`src/rtl/dvh_pkg.sv`:
```
// Shared types and constants for the duplicate value histogram block.
`default_nettype none

package dvh_pkg;

    // Field widths fixed by the item formats.
    localparam int VALUE_W     = 6;
    localparam int OUT_COUNT_W = 16;

    // Default sizing of the count table.
    localparam int VALUE_SLOTS_DEF = 64;
    localparam int COUNT_BITS_DEF  = 16;

    // Largest count that the result field can carry.
    localparam int OUT_COUNT_MAX = 65535;

    // Reset value of the max_value register.
    localparam logic [VALUE_W-1:0] MAX_VALUE_RESET = 6'd63;

    // One input item.
    typedef struct packed {
        logic [VALUE_W-1:0] sample_value;
        logic               last_item;
    } dvh_in_t;

    // One result item.
    typedef struct packed {
        logic [VALUE_W-1:0]     dup_value;
        logic [OUT_COUNT_W-1:0] dup_count;
        logic                   found;
        logic                   last_result;
    } dvh_out_t;

endpackage

`default_nettype wire

```
`src/rtl/duplicate_value_histogram_top.sv`:
```
// Top level of the duplicate value histogram: control, config register and RAM.
// Loading: one item per cycle while in_stall is low; an item's table entry is written in the
// cycle after it is accepted. Set end: input stalls after the last item (flush, a scan at one
// entry per cycle while results are not stalled, scan close), longer while results are stalled.
// Results leave through a registered output; the last result follows the scan end.
// Reset: a clearing pass zeroes the table; input stalls meanwhile.
`default_nettype none

module duplicate_value_histogram_top #(
    parameter int VALUE_SLOTS = dvh_pkg::VALUE_SLOTS_DEF,
    parameter int COUNT_BITS  = dvh_pkg::COUNT_BITS_DEF
) (
    input  wire logic                        clk,
    input  wire logic                        rst_n,
    input  wire logic                        in_valid,
    output logic                             in_stall,
    input  wire dvh_pkg::dvh_in_t            in_data,
    output logic                             out_valid,
    input  wire logic                        out_stall,
    output dvh_pkg::dvh_out_t                out_data,
    input  wire logic                        cfg_valid,
    output logic                             cfg_ready,
    input  wire logic [dvh_pkg::VALUE_W-1:0] cfg_data
);

    import dvh_pkg::*;

    localparam int AW = $clog2(VALUE_SLOTS);

    typedef enum logic [1:0] {
        T_RUN,
        T_FLUSH,
        T_SCAN
    } top_state_t;

    top_state_t          state_reg, state_next;
    logic [VALUE_W-1:0]  max_value_reg;

    logic                  accept;
    logic                  scan_busy;
    logic                  scan_start;

    logic                  cnt_rd_en, scan_rd_en, ram_rd_en;
    logic [AW-1:0]         cnt_rd_addr, scan_rd_addr, ram_rd_addr;
    logic                  cnt_wr_en, scan_wr_en, ram_wr_en;
    logic [AW-1:0]         cnt_wr_addr, scan_wr_addr, ram_wr_addr;
    logic [COUNT_BITS-1:0] cnt_wr_data, scan_wr_data, ram_wr_data;
    logic [COUNT_BITS-1:0] ram_rd_data;

    // Input is taken only while loading and no sweep is running.
    assign in_stall   = (state_reg != T_RUN) || scan_busy;
    assign accept     = in_valid && !in_stall;
    assign cfg_ready  = 1'b1;
    assign scan_start = (state_reg == T_FLUSH);

    // The sweeper owns the RAM ports while it is busy.
    assign ram_rd_en   = scan_busy ? scan_rd_en   : cnt_rd_en;
    assign ram_rd_addr = scan_busy ? scan_rd_addr : cnt_rd_addr;
    assign ram_wr_en   = scan_busy ? scan_wr_en   : cnt_wr_en;
    assign ram_wr_addr = scan_busy ? scan_wr_addr : cnt_wr_addr;
    assign ram_wr_data = scan_busy ? scan_wr_data : cnt_wr_data;

    // Set control: the flush state lets the last item's update land before the scan.
    always_comb
    begin
        state_next = state_reg;
        case (state_reg)
            T_RUN:
            begin
                if (accept && in_data.last_item)
                begin
                    state_next = T_FLUSH;
                end
            end
            T_FLUSH:
            begin
                state_next = T_SCAN;
            end
            T_SCAN:
            begin
                if (!scan_busy)
                begin
                    state_next = T_RUN;
                end
            end
            default:
            begin
                state_next = T_RUN;
            end
        endcase
    end

    always_ff @(posedge clk or negedge rst_n)
    begin
        if (!rst_n)
        begin
            state_reg     <= T_RUN;
            max_value_reg <= MAX_VALUE_RESET;
        end
        else
        begin
            state_reg <= state_next;
            if (cfg_valid && cfg_ready)
            begin
                max_value_reg <= cfg_data;
            end
        end
    end

    dvh_ram #(
        .WIDTH (COUNT_BITS),
        .DEPTH (VALUE_SLOTS)
    ) u_ram (
        .clk     (clk),
        .wr_en   (ram_wr_en),
        .wr_addr (ram_wr_addr),
        .wr_data (ram_wr_data),
        .rd_en   (ram_rd_en),
        .rd_addr (ram_rd_addr),
        .rd_data (ram_rd_data)
    );

    dvh_count #(
        .VALUE_SLOTS (VALUE_SLOTS),
        .COUNT_BITS  (COUNT_BITS)
    ) u_count (
        .clk       (clk),
        .rst_n     (rst_n),
        .accept    (accept),
        .sample    (in_data),
        .max_value (max_value_reg),
        .rd_en     (cnt_rd_en),
        .rd_addr   (cnt_rd_addr),
        .rd_data   (ram_rd_data),
        .wr_en     (cnt_wr_en),
        .wr_addr   (cnt_wr_addr),
        .wr_data   (cnt_wr_data)
    );

    dvh_scan #(
        .VALUE_SLOTS (VALUE_SLOTS),
        .COUNT_BITS  (COUNT_BITS)
    ) u_scan (
        .clk       (clk),
        .rst_n     (rst_n),
        .start     (scan_start),
        .max_value (max_value_reg),
        .busy      (scan_busy),
        .rd_en     (scan_rd_en),
        .rd_addr   (scan_rd_addr),
        .rd_data   (ram_rd_data),
        .wr_en     (scan_wr_en),
        .wr_addr   (scan_wr_addr),
        .wr_data   (scan_wr_data),
        .out_valid (out_valid),
        .out_stall (out_stall),
        .out_data  (out_data)
    );

endmodule

`default_nettype wire

```
`src/rtl/dvh_ram.sv`:
```
// Generic single-port-write, single-port-read RAM with a registered read.
`default_nettype none

module dvh_ram #(
    parameter int WIDTH = 16,
    parameter int DEPTH = 64
) (
    input  wire logic                     clk,
    input  wire logic                     wr_en,
    input  wire logic [$clog2(DEPTH)-1:0] wr_addr,
    input  wire logic [WIDTH-1:0]         wr_data,
    input  wire logic                     rd_en,
    input  wire logic [$clog2(DEPTH)-1:0] rd_addr,
    output logic      [WIDTH-1:0]         rd_data
);

    logic [WIDTH-1:0] mem [DEPTH];

    // A read of the entry being written returns the old contents.
    always_ff @(posedge clk)
    begin
        if (wr_en)
        begin
            mem[wr_addr] <= wr_data;
        end
        if (rd_en)
        begin
            rd_data <= mem[rd_addr];
        end
    end

endmodule

`default_nettype wire

```
`src/rtl/dvh_count.sv`:
```
// Read-modify-write path that increments one table entry per accepted item that is counted.
`default_nettype none

module dvh_count #(
    parameter int VALUE_SLOTS = 64,
    parameter int COUNT_BITS  = 16
) (
    input  wire logic                           clk,
    input  wire logic                           rst_n,
    input  wire logic                           accept,
    input  wire dvh_pkg::dvh_in_t               sample,
    input  wire logic [dvh_pkg::VALUE_W-1:0]    max_value,
    output logic                                rd_en,
    output logic [$clog2(VALUE_SLOTS)-1:0]      rd_addr,
    input  wire logic [COUNT_BITS-1:0]          rd_data,
    output logic                                wr_en,
    output logic [$clog2(VALUE_SLOTS)-1:0]      wr_addr,
    output logic [COUNT_BITS-1:0]               wr_data
);

    import dvh_pkg::*;

    localparam int AW = $clog2(VALUE_SLOTS);
    localparam int KW = (AW + 1 > VALUE_W) ? AW + 1 : VALUE_W;

    logic                  counted;
    logic [AW-1:0]         addr;
    logic [COUNT_BITS-1:0] operand;

    logic                  s1_valid_reg, s1_valid_next;
    logic [AW-1:0]         s1_addr_reg;
    logic                  fwd_hit_reg, fwd_hit_next;
    logic [COUNT_BITS-1:0] fwd_data_reg;

    // A value is counted only when it is within the limit and the table.
    assign counted = (KW'(sample.sample_value) <= KW'(max_value)) &&
                     (KW'(sample.sample_value) < KW'(VALUE_SLOTS));
    assign addr    = AW'(sample.sample_value);

    assign rd_en   = accept && counted;
    assign rd_addr = addr;

    // Second stage: the entry read last cycle, or the value just written to it.
    assign operand = fwd_hit_reg ? fwd_data_reg : rd_data;
    assign wr_en   = s1_valid_reg;
    assign wr_addr = s1_addr_reg;
    assign wr_data = (operand == {COUNT_BITS{1'b1}}) ? operand
                                                     : operand + COUNT_BITS'(1);

    // The RAM returns stale data when the same entry is written in the read cycle.
    assign s1_valid_next = accept && counted;
    assign fwd_hit_next  = accept && counted && s1_valid_reg && (s1_addr_reg == addr);

    always_ff @(posedge clk or negedge rst_n)
    begin
        if (!rst_n)
        begin
            s1_valid_reg <= 1'b0;
            fwd_hit_reg  <= 1'b0;
        end
        else
        begin
            s1_valid_reg <= s1_valid_next;
            fwd_hit_reg  <= fwd_hit_next;
        end
    end

    always_ff @(posedge clk)
    begin
        s1_addr_reg  <= addr;
        fwd_data_reg <= wr_data;
    end

endmodule

`default_nettype wire

```
`src/rtl/dvh_scan.sv`:
```
// Table sweeper: clears after reset and scans for duplicates at set end.
`default_nettype none

module dvh_scan #(
    parameter int VALUE_SLOTS = 64,
    parameter int COUNT_BITS  = 16
) (
    input  wire logic                           clk,
    input  wire logic                           rst_n,
    input  wire logic                           start,
    input  wire logic [dvh_pkg::VALUE_W-1:0]    max_value,
    output logic                                busy,
    output logic                                rd_en,
    output logic [$clog2(VALUE_SLOTS)-1:0]      rd_addr,
    input  wire logic [COUNT_BITS-1:0]          rd_data,
    output logic                                wr_en,
    output logic [$clog2(VALUE_SLOTS)-1:0]      wr_addr,
    output logic [COUNT_BITS-1:0]               wr_data,
    output logic                                out_valid,
    input  wire logic                           out_stall,
    output dvh_pkg::dvh_out_t                   out_data
);

    import dvh_pkg::*;

    localparam int AW  = $clog2(VALUE_SLOTS);
    localparam int PW  = AW + 1;
    localparam int LW  = (AW > VALUE_W) ? AW : VALUE_W;
    localparam int CEW = (COUNT_BITS > OUT_COUNT_W) ? COUNT_BITS : OUT_COUNT_W;

    typedef enum logic [1:0] {
        SC_CLEAR,
        SC_IDLE,
        SC_SCAN,
        SC_FINISH
    } scan_state_t;

    scan_state_t           state_reg, state_next;
    logic [PW-1:0]         ptr_reg, ptr_next;
    logic                  sv_reg, sv_next;
    logic [AW-1:0]         sa_reg, sa_next;
    logic                  pv_reg, pv_next;
    logic [AW-1:0]         pa_reg, pa_next;
    logic [COUNT_BITS-1:0] pc_reg, pc_next;
    logic                  ov_reg, ov_next;
    dvh_out_t              od_reg, od_next;

    logic [LW-1:0] limit;
    logic          ptr_end;
    logic          o_free;
    logic          dup;
    logic          consume;
    logic          advance;
    logic          issue;

    // Builds a result item, clipping the count to the result field.
    function automatic dvh_out_t make_out(input logic [AW-1:0] value,
                                          input logic [COUNT_BITS-1:0] count,
                                          input logic found,
                                          input logic last);
        dvh_out_t     r;
        logic [CEW-1:0] ext;
        ext           = CEW'(count);
        r.dup_value   = VALUE_W'(value);
        r.dup_count   = (ext > CEW'(OUT_COUNT_MAX)) ? {OUT_COUNT_W{1'b1}}
                                                    : ext[OUT_COUNT_W-1:0];
        r.found       = found;
        r.last_result = last;
        return r;
    endfunction

    // Scan limit, capped at the last table entry.
    assign limit = (LW'(max_value) > LW'(VALUE_SLOTS - 1)) ? LW'(VALUE_SLOTS - 1)
                                                           : LW'(max_value);

    assign ptr_end = (ptr_reg == PW'(VALUE_SLOTS));
    assign o_free  = !ov_reg || !out_stall;

    // The entry held in the read stage is a duplicate within the limit.
    assign dup     = sv_reg && (LW'(sa_reg) <= limit) && (rd_data > COUNT_BITS'(1));
    assign consume = sv_reg && (!dup || !pv_reg || o_free);
    assign advance = !sv_reg || consume;
    assign issue   = (state_reg == SC_SCAN) && !ptr_end && advance;

    assign rd_en   = issue;
    assign rd_addr = ptr_reg[AW-1:0];

    // Clearing writes sweep the pointer; scan writes clear each entry as it retires.
    always_comb
    begin
        wr_data = '0;
        if (state_reg == SC_CLEAR)
        begin
            wr_en   = !ptr_end;
            wr_addr = ptr_reg[AW-1:0];
        end
        else
        begin
            wr_en   = consume;
            wr_addr = sa_reg;
        end
    end

    assign busy      = (state_reg != SC_IDLE);
    assign out_valid = ov_reg;
    assign out_data  = od_reg;

    // Next-state logic for the sweep, the pending duplicate and the output register.
    always_comb
    begin
        state_next = state_reg;
        ptr_next   = ptr_reg;
        sv_next    = sv_reg;
        sa_next    = sa_reg;
        pv_next    = pv_reg;
        pa_next    = pa_reg;
        pc_next    = pc_reg;
        ov_next    = ov_reg && out_stall;
        od_next    = od_reg;

        case (state_reg)
            SC_CLEAR:
            begin
                if (ptr_end)
                begin
                    state_next = SC_IDLE;
                    ptr_next   = '0;
                end
                else
                begin
                    ptr_next = ptr_reg + PW'(1);
                end
            end
            SC_IDLE:
            begin
                if (start)
                begin
                    state_next = SC_SCAN;
                    ptr_next   = '0;
                    sv_next    = 1'b0;
                    pv_next    = 1'b0;
                end
            end
            SC_SCAN:
            begin
                // A new duplicate pushes the one held before it out as not last.
                if (consume && dup)
                begin
                    if (pv_reg)
                    begin
                        ov_next = 1'b1;
                        od_next = make_out(pa_reg, pc_reg, 1'b1, 1'b0);
                    end
                    pv_next = 1'b1;
                    pa_next = sa_reg;
                    pc_next = rd_data;
                end
                if (issue)
                begin
                    sv_next  = 1'b1;
                    sa_next  = ptr_reg[AW-1:0];
                    ptr_next = ptr_reg + PW'(1);
                end
                else if (consume)
                begin
                    sv_next = 1'b0;
                end
                if (ptr_end && !sv_reg)
                begin
                    state_next = SC_FINISH;
                end
            end
            SC_FINISH:
            begin
                // Close the scan with the held duplicate or a none-found result.
                if (o_free)
                begin
                    ov_next    = 1'b1;
                    od_next    = pv_reg ? make_out(pa_reg, pc_reg, 1'b1, 1'b1)
                                        : make_out('0, '0, 1'b0, 1'b1);
                    pv_next    = 1'b0;
                    state_next = SC_IDLE;
                end
            end
            default:
            begin
                state_next = SC_IDLE;
            end
        endcase
    end

    always_ff @(posedge clk or negedge rst_n)
    begin
        if (!rst_n)
        begin
            state_reg <= SC_CLEAR;
            ptr_reg   <= '0;
            sv_reg    <= 1'b0;
            pv_reg    <= 1'b0;
            ov_reg    <= 1'b0;
        end
        else
        begin
            state_reg <= state_next;
            ptr_reg   <= ptr_next;
            sv_reg    <= sv_next;
            pv_reg    <= pv_next;
            ov_reg    <= ov_next;
        end
    end

    always_ff @(posedge clk)
    begin
        sa_reg <= sa_next;
        pa_reg <= pa_next;
        pc_reg <= pc_next;
        od_reg <= od_next;
    end

endmodule

`default_nettype wire

```
`config.mk`:
```
export PLATFORM = sky130hd
export DESIGN_NAME = duplicate_value_histogram_top
export DESIGN_NICKNAME = d
export VERILOG_FILES = /design/src/rtl/dvh_pkg.sv /design/src/rtl/duplicate_value_histogram_top.sv /design/src/rtl/dvh_ram.sv /design/src/rtl/dvh_count.sv /design/src/rtl/dvh_scan.sv
export SDC_FILE = /design/constraint.sdc
export NUM_CORES = 1
export LEC_CHECK = 0
export ABC_AREA = 1
export BUFFER_PORTS_ARGS = -buffer_cell sky130_fd_sc_hd__buf_2
export CAP_MARGIN = 15
export CORE_ASPECT_RATIO = 1.75
export CORE_MARGIN = 4
export CORE_UTILIZATION = 55
export CTS_BUF_LIST = sky130_fd_sc_hd__clkbuf_2 sky130_fd_sc_hd__clkbuf_4 sky130_fd_sc_hd__clkbuf_8
export DETAILED_ROUTE_END_ITERATION = 10
export PLACE_DENSITY_LB_ADDON = 0.1
export SLEW_MARGIN = 10
export SYNTH_ARGS = -nofsm -noshare
export SYNTH_HDL_FRONTEND = slang
export SYNTH_SLANG_ARGS = --single-unit
```
`constraint.sdc`:
```
create_clock -name clk -period 6.7 [get_ports clk]
set_input_delay 1.34 -clock clk [delete_from_list [all_inputs] [get_ports clk]]
set_output_delay 1.34 -clock clk [all_outputs]
set_load 0.01 [all_outputs]
```
==> results.md <==
- The clock network is responsible for 41.5% of the overall power.
- The number of slew-limit violations in the final report is 0.
- The later pin in the worst-skew pair is clocked with a latency of 0.86 ns.
- Sequential cells account for 58.2% of the total power.
- The wire length per cell is 23.2 µm.
- The path class of the tightest hold or removal check is in2async.
- The H-tree was split into 4 levels.
- The clock tree from TritonCTS is yes.
- Together, buffers and inverters on the worst path number 4.
- Across all layers, the routed design uses 31800 vias.
- The endpoint arrival time on the critical path is 5.26 ns.
- The number of hold buffers added after CTS was 0.
- The layout filler cell count is 6962.
- Using the TritonRoute via totals, the vias-per-cell ratio works out to 5.66.
- The final global-route overflow total is 0.
- The peak per-stage delay on the critical path is 0.72 ns.
- The total routed wirelength is 130000 µm.
- The tool flagged a number of max-cap violations equal to 0.
- Combinational logic burns 0.3% of the power.
- Summed over all cells, the static leakage comes to 19.5 nW.
- The area of the die is 92300 µm².
- Traced cell by cell, the critical path runs through inv_1, ha_1, buf_4, o21a_4, buf_4, buf_4, nand3_1, nand3_1, nand3_1, nand3_1, nand2_1.
- Measured on the finished design, the core utilization comes to 61.0%.
- The maximum number of pins on one net before global-route repair is 143.
- The remaining max-slew budget at the tightest pin is 20.9%.
- The first global-routing pass estimated 193000 µm of wire.
- The setup clock skew after layout is 0.0336 ns.
- The fraction of power spent switching nets is 20.3%.
- Power spread over the standard cell area amounts to 249 nW/µm².
- By area the synthesized netlist is led by edfxtp_1 68%, nand2_1 10%, nand3_1 5.3%.
- The run finished with clean final reports.
- VDD sags by at most 173 µV.
- The floorplan step set the die width to 231 µm.
- The vertical extent of the die is 399 µm.
- The initialized floorplan defines 143 standard-cell rows.
- The sequential element share of the synthesized area is 70.4%.
- Averaged over all synthesized cells, the footprint is 11.3 µm².
- From synthesis to final layout, the design area changed by 10.3%.
- Dividing the final minimum period by the clock period gives 69.5%.
- The register with the most flip-flops in the layout has 1024 of them.
- The number of iterations in the first detailed-routing pass is 7.
- In this run the deepest clock path goes through 3 buffers.
- Post-CTS repair changed the size of 0 cells.
- The worst setup path is launched from a flop.
- For the finished layout, the period the worst path requires is 4.66 ns.
- The data required time of the critical path is 7.30 ns.
- Clock-pin slew was measured on the worst setup and hold paths at 0.07 ns.
- The effective utilization at floorplan is 55.3%.
- In this run the tool buffered the top-level ports with 43 buffer cells.
- The net count of the finished layout is 4357.
- The cell class contributing the biggest share of worst-path delay is buffers and inverters.
- After technology mapping, the gate count stands at 4231.
- Yosys mapped a number of flops with a built-in enable equal to 1092.
- The setup-violating endpoint count in the final report is 0.
- The final routed DRC violation total is 0.
- The number of primary I/O pins is 45.
- The final-layout setup total negative slack is 0 ns.
- Synthesis inferred 1136 register bits.
- The clock root buffer master is clkbuf_8.
- The most frequent cell on the critical path is nand3_1.
- The detailed router finished its first iteration with 3051 violations.
- The worst-path maximum fanout is 38.
- For this run, the top clock speed supported by timing is 215 MHz.
- The count of warnings emitted by yosys is 0.
- The library cell with the largest summed area after synthesis is edfxtp_1.
- In the global route stage, overall resource usage came out at 28.2%.
- The worst hold-check slack is 0.456 ns.
- The area of the core is 86800 µm².
- In this run the most used layer during global routing was met2.
- The slowest stage cell on the critical path is ha_1.
- The register with the most flip-flops is u_ram.mem.
- The number of antenna violations at the first check in global routing is 3.
- The synthesized design devotes to its leading area cell type 68.3% of total area.
- The number of failing hold endpoints at the final stage is 0.
- Tracing the worst setup path back leads to its startpoint at u_scan.state_reg[1].
- The number of buffers created by CTS is 161.
- The final RePlAce weighted congestion is 0.852.
- The post-synthesis async set-or-reset flop share is 1.94%.
- The met3 track demand over resource in global routing is 4.33%.
- The count of nets left with antenna violations once routing finished came out at 0.
- In this run the power spent charging and discharging nets is 2.67 mW.
- The fraction of final layout cells sized beyond drive strength 1 is 11.6%.
- The cell area after synthesis is 48000 µm².
- Synthesis produced a netlist with a net count of 4270.
- Counting every sink on the clock net gives 1136.
- The most used flip-flop cell after synthesis is edfxtp_1.
- The met1 usage is 33.9%.
- The HPWL reported at the end of detailed placement is 75800 µm.
- At the pin with the least slew margin, the transition time is 1.19 ns.
- The category of the critical setup timing path is reg2reg.
- The startpoint identified for the worst register-to-register timing path is u_scan.state_reg[1].
- The number of distinct library cells after synthesis is 50.
- Setup repair after global routing left no endpoint under its margin.
- The internal portion of the total power is 10.5 mW.
- Global routing consumed, on the met2 layer, 48.4% of the routing resources.
- STA classifies the critical path endpoint as a flop.
- The buffer count from post-CTS setup fixing is 0.
- The via count of the first global-routing pass came to 30800.
synth_stat cells (2+ instances only):
| library cell | n |
|---|---|
| nor3_1 | 7 |
| nor2_1 | 143 |
| o21ai_1 | 22 |
| nand2_2 | 4 |
| ha_1 | 21 |
| and2_1 | 7 |
| o21ai_0 | 31 |
| a2111oi_0 | 2 |
| inv_1 | 361 |
| a21oi_1 | 22 |
| nand4_1 | 8 |
| buf_6 | 6 |
| buf_4 | 7 |
| a21oi_2 | 2 |
| nand2_1 | 1338 |
| or2_2 | 7 |
| dfstp_2 | 6 |
| inv_2 | 18 |
| o21ai_2 | 5 |
| dfrtp_1 | 16 |
| buf_2 | 156 |
| or2_1 | 28 |
| buf_1 | 18 |
| nand3b_1 | 2 |
| edfxtp_1 | 1092 |
| nand3_1 | 512 |
| nor2_2 | 12 |
| clkbuf_1 | 50 |
| dfxtp_1 | 22 |
| xor2_1 | 9 |
| nand3_2 | 5 |
| o211ai_1 | 274 |
power groups by stage:
| stage | registers [mW] | logic, mW | clock network, mW |
|---|---|---|---|
| 2_1_floorplan | 7.82 | 0.0219 | 0 |
| 3_3_place_gp | 7.82 | 0.0393 | 0 |
| 3_5_place_dp | 7.82 | 0.0405 | 0 |
| 4_1_cts | 7.67 | 0.0407 | 5.57 |
| 5_1_grt | 7.67 | 0.0465 | 5.87 |
| 6_report | 7.67 | 0.0404 | 5.47 |
layout by cell type (no fill, tap or decap), drive strengths merged, types with 22 or more instances in the layout:
cell	instances
o21ai	58
clkinv	51
inv	389
or2	35
dfxtp	22
a21oi	25
edfxtp	1092
o211ai	274
buf	161
nand3	517
clkbuf	223
nor2	156
nand2	1342
worst reg2reg max path, cell delays in order, from the launching register on:
cell and delay [ns]:
dfrtp_1 0.41, inv_1 0.14, ha_1 0.72, buf_4 0.37, o21a_4 0.61, buf_4 0.51
buf_4 0.50, nand3_1 0.14, nand3_1 0.16, nand3_1 0.40, nand3_1 0.37, nand2_1 0.08
layout make-up:
cell class              count  area, µm²  area share [%]
clock buffers             223       2700            5.10
clock inverters            70        517           0.976
flip-flops and latches   1136      33800            63.8
multi-input cells        2477      11800            22.3
repair buffers            161       1220            2.31
diodes                      1       2.50         0.00473
inverters                 381       1450            2.73
well taps                1160       1450            2.74
metrics by stage:
step	power (mW)	cells	area, µm²	setup slack (ns)
after floorplan	7.84	4231	48000	1.86
after global placement	7.86	5314	49700	2.15
after detailed placement	7.86	5314	49700	2.13
after CTS	13.3	5607	52900	2.11
after global routing	13.6	5609	53000	1.93
final	13.2	5609	53000	2.04
cells by family (layout without fill, tap and decap cells):
family | count (synthesis) | in the layout | share of synthesized area [%]
xor+xnor | 9 | 9 | 0.164
mux | 1 | 1 | 0.0235
compound gates | 369 | 369 | 5.43
flops | 1136 | 1136 | 70.4
simple gates | 2076 | 2076 | 18.0
buf+inv | 618 | 835 | 5.39
fa+ha+maj | 21 | 21 | 0.547
other cells | 1 | 2 | 0.00781
routing by layer:
metal	vias to the layer above	part of all wire, %
met4	0	6.3
met2	1284	51
li1	14800	-
met1	15400	36
met3	351	6.6
met5	-	0
path summary, 6_finish.rpt:
kind                                      to  slack, ns  cells past startpoint
max in group asynchronous      u_count.wr_en       5.87                      1
setup / recovery           u_ram.rd_data[10]       2.04                     11
hold reg to reg                 state_reg[1]       0.50                      1
hold / removal             u_scan.ptr_reg[6]       0.46                      1
min in group clk                state_reg[1]       0.50                      1
setup reg to reg           u_ram.rd_data[10]       2.04                     11
Power figures use the tool's default switching activity.
